### src/rtl/core/ckp_pkg.sv
package ckp_pkg;

    // defaults for the top-level parameters
    localparam int DEF_MAX_POINTS = 128;
    localparam int DEF_FRAC_BITS  = 16;

    // one memory row holds a whole control point
    localparam int ROW_WORDS  = 7;
    localparam int WORD_W     = 32;
    localparam int WORD_SPEED = 6;
    localparam int WORD_LAST_POSE = 5;

    // datapath widths
    localparam int MUL_A_W = 34;
    localparam int PROD_W  = 66;
    localparam int POLY_W  = 36;

    // operation codes
    localparam logic OP_LOAD = 1'b0;
    localparam logic OP_TICK = 1'b1;

    // register index (address bit 2 selects the register)
    localparam logic REG_POINT_COUNT = 1'b0;
    localparam logic [7:0] POINT_COUNT_RST = 8'd4;

    typedef logic [ROW_WORDS-1:0][WORD_W-1:0] t_row;

    typedef struct packed {
        logic we;
        logic re;
    } t_mem_ctl;

    typedef enum logic [3:0] {
        S_IDLE,
        S_MOD,
        S_RD,
        S_POW,
        S_COEF,
        S_MUL,
        S_PHM,
        S_OUT
    } t_state;

    // saturate a wide signed value to 32 bits
    function automatic logic signed [WORD_W-1:0] sat32(input logic signed [PROD_W-1:0] v);
        logic signed [PROD_W-1:0] hi;
        logic signed [PROD_W-1:0] lo;
        hi = PROD_W'(32'sh7fffffff);
        lo = ~hi;
        if (v > hi) begin
            sat32 = 32'sh7fffffff;
        end else if (v < lo) begin
            sat32 = 32'sh80000000;
        end else begin
            sat32 = v[WORD_W-1:0];
        end
    endfunction

    // clamp a spline coefficient to +-(2^32-1)
    function automatic logic signed [MUL_A_W-1:0] clamp_coef(
        input logic signed [POLY_W-1:0] v);
        logic signed [POLY_W-1:0] lim;
        lim = POLY_W'(34'sh0ffffffff);
        if (v > lim) begin
            clamp_coef = MUL_A_W'(lim);
        end else if (v < -lim) begin
            clamp_coef = MUL_A_W'(-lim);
        end else begin
            clamp_coef = v[MUL_A_W-1:0];
        end
    endfunction

endpackage

### src/rtl/core/ckp_mul.sv
module ckp_mul (
    input  logic                                  i_clk,
    input  logic signed [ckp_pkg::MUL_A_W-1:0]    i_a,
    input  logic signed [ckp_pkg::WORD_W-1:0]     i_b,
    output logic signed [ckp_pkg::PROD_W-1:0]     o_prod
);
    import ckp_pkg::*;

    logic signed [PROD_W-1:0] r_prod;

    // shared multiplier, product registered
    always_ff @(posedge i_clk) begin
        r_prod <= PROD_W'(i_a) * PROD_W'(i_b);
    end

    assign o_prod = r_prod;

endmodule

### config.mk
export PLATFORM = sky130hd
export DESIGN_NAME = ckp_mul
export DESIGN_NICKNAME = d
export VERILOG_FILES = /design/src/rtl/core/ckp_pkg.sv /design/src/rtl/core/ckp_mul.sv
export SDC_FILE = /design/constraint.sdc
export NUM_CORES = 2
export LEC_CHECK = 0
export BUFFER_PORTS_ARGS = -buffer_cell sky130_fd_sc_hd__buf_2
export CAP_MARGIN = 20
export CORE_AREA = 2 2 270 272
export CTS_BUF_LIST = sky130_fd_sc_hd__clkbuf_16
export CTS_CLUSTER_SIZE = 12
export DETAILED_ROUTE_END_ITERATION = 10
export DIE_AREA = 0 0 272 274
export GPL_TIMING_DRIVEN = 0
export HOLD_SLACK_MARGIN = 0.06
export PLACE_DENSITY = 0.72
export SETUP_SLACK_MARGIN = 0.3
export SYNTH_ARGS = -nofsm -noshare
export SYNTH_HDL_FRONTEND = slang
export SYNTH_SLANG_ARGS = --single-unit
### constraint.sdc
create_clock -name i_clk -period 12.63 [get_ports i_clk]
set_clock_uncertainty 0.1 [all_clocks]
set_input_delay 3.1575 -clock i_clk [delete_from_list [all_inputs] [get_ports i_clk]]
set_output_delay 3.1575 -clock i_clk [all_outputs]
set_load 0.03 [all_outputs]
==> key figures <==
Run status
  • Status: finished clean

Floorplan
  • Site Rows: 99
  • Die Span Y: 274 um
  • Die X: 272 um
  • Die area: 74500 um2
  • Initial Utilization: 0.552
  • Core area: 72000 um2
  • IO Pins: 133

Synthesis
  • Async SR Flop Fraction: 0
  • Post-synthesis simple-gate area fraction: 0.156
  • Syn_nets: 5609
  • Synth top area share: 0.576
  • Multiplexer share of the synthesized area: 0
  • Register area share after synthesis: 0.0333
  • Post-Syn Area: 39700 um2
  • Main combinational cell family by area after synthesis: adder cells
  • Synth Area in Adders: 0.635
  • #FFs+latches synth: 66
  • Synth area leaders: fa_1 58%, inv_1 10%, and2_1 8.4%
  • Post-Synthesis Cells: 4212
  • Synth area leader: fa_1
  • Top_reg_cell synth: dfxtp_1
  • Post-synthesis compound-gate area fraction: 0.0379
  • Yosys cell types: 61
  • Mapped Avg Cell Area: 9.42 um2
  • Number of synthesized flops with an enable pin: 0
  • XOR/XNOR share of the synthesized area: 0.0161
  • Ys Warns: 0

Timing
  • Endpoints failing hold: 0
  • Fin Setup TNS: 0 ns
  • Min Hold Slack: 2.99 ns
  • Fin crit period: 11.77 ns
  • Final period utilization: 0.932
  • # setup viols final: 0
  • Max Clock Freq: 84.9 MHz
  • RSZ-0062 raised after global routing: false
  • Worst-Margin Slew: 1.07 ns
  • Max-slew headroom: 0.285
  • Final Slew Violations: 0

Worst setup path
  • CP Launch Type: input pin
  • Crit path kind: in -> reg
  • Worst Path Required: 12.85 ns
  • Most common cell on crit path: fa_1
  • Crit end category: register
  • Crit-path slowest cell: fa_1
  • Crit Path Max Fanout: 13
  • CP arrival: 11.99 ns
  • Max incr delay on CP: 1.06 ns

Route
  • Per-cell routed wire length: 25.6 um
  • DR vias: 30026
  • Residual DRC count: 0
  • Initial DRC Count: 2727
  • Detailed Routing Iterations Pass 1: 8
  • DRT antenna net count: 0
  • Final WL: 136000 um
  • Vias per inst: 5.64

Flow run
  • Maxcap violations: 0

Layout
  • Area Overhead vs Synth: 5.49%
  • Final Net Count: 5746
  • Share of layout cells above drive strength 1: 0.0404
  • # fillers: 6416
  • Max reg flops: 66

Global route
  • All-Layer GR Usage: 0.383
  • Initial antenna violation count: 12
  • Global-route wire length before repair: 205000 um
  • Largest net degree at the start of global routing: 17
  • Vias in the first global route: 31843
  • Gr ovfl total: 0

CTS
  • TritonCTS buffer count: 9
  • Maximum buffer depth of the clock tree: 2
  • CTS root buf: clkbuf_16
  • H-tree Lvls: 3
  • CTS tree: built
  • CTS hold repair buffers: 0
  • Clk slew on worst S/H paths: 0.07 ns
  • # Post-CTS Setup Buffers: 0
  • Sink Count: 66
  • Post_cts resized: 0

Min path
  • HP Class: in -> reg

Placement
  • Port buffer count: 126
  • Final Wtd Congestion: 1.08
  • Post-DP HPWL: 120000 um
[routing by layer]
layer  share of wire  wire length, um  vias to the layer above  track usage
met1            0.36            48500                    15487        0.487
met5         0.00042               57                        -            0
met2            0.45            61100                     1770        0.586
met4           0.080            10900                       10        0.241
li1                -                -                    12252            -
met3            0.12            15700                      507        0.104
[Yosys cell counts (3+ instances only)]
library cell / count
a211oi_1: 6
a21boi_0: 3
a21o_1: 32
a21oi_1: 73
a31oi_1: 10
and2_1: 534
and3_1: 6
buf_2: 8
clkbuf_1: 219
dfxtp_1: 66
fa_1: 1142
ha_1: 188
inv_1: 1053
nand2_1: 565
nand2b_1: 14
nand3_1: 21
nand4_1: 10
nor2_1: 64
nor2b_1: 8
nor3_1: 10
o211a_1: 3
o211ai_1: 8
o21ai_0: 35
o21bai_1: 10
o22ai_1: 3
o41ai_1: 3
or2_2: 3
xnor2_1: 52
xor2_1: 21
[metrics by stage]
step / instance area (um2) / std cells / utilization / setup WS [ns]
5_1_grt: 41900 / 5314 / 0.582 / 0.450
2_1_floorplan: 39700 / 4212 / - / 2.12
4_1_cts: 41900 / 5313 / 0.582 / 0.920
3_5_place_dp: 41500 / 5297 / 0.577 / 0.515
3_3_place_gp: 41500 / 5297 / 0.577 / 0.554
6_report: 41900 / 5320 / 0.582 / 0.857
[critical path: cells and delay by family]
| kind | cells | cell delay, ns |
|---|---|---|
| adder cells (fa/ha/maj) | 9 | 5.01 |
| buffers and inverters | 10 | 2.11 |
| XOR/XNOR | 1 | 0.18 |
| AO/OA/AOI/OAI | 3 | 0.60 |
| AND/OR/NAND/NOR | 6 | 0.93 |
[cells by family after synthesis]
logic type,Yosys count
buffers and inverters,1280
DFF,66
adders and majority gates,1330
AOI/OAI and AO/OA,219
and+or+nand+nor,1244
xor gates and xnor gates,73
[final timing paths]
path	from	to	slack, ns	depth (start not counted)
setup / recovery	i_b[5]	o_prod[64]	0.86	29
hold / removal	i_a[0]	o_prod[0]	2.99	2
[layout make-up]
cell class	count	area (um2)	area share
Multi-Input combinational cell	2866	33600	0.801
Sequential cell	66	1320	0.0316
Clock inverter	7	108	0.00257
Buffer	227	862	0.0206
Tap cell	959	1200	0.0287
Timing Repair Buffer	126	631	0.0151
Inverter	1053	3950	0.0944
Antenna cell	7	17.5	0.000418
Clock buffer	9	225	0.00538
[cell usage in the layout (no fill, tap or decap), types with 7 or more instances in the layout]
master     instances
dfxtp_1           66
o211ai_1           8
nand4_1           10
nor3_1            10
nand2b_1          14
ha_1             188
a21o_1            32
inv_1           1053
a21oi_1           73
nand2_1          565
nor2_1            64
clkbuf_16          9
xor2_1            21
xnor2_1           52
fa_1            1142
o21bai_1          10
a31oi_1           10
and2_1           534
nand3_1           21
clkbuf_1         219
diode_2            7
o21ai_0           35
nor2b_1            8
buf_2            134
Power is left out: the tool's default activity adds up to more than one toggle a clock period on the data nets, which glitch-free logic cannot reach.
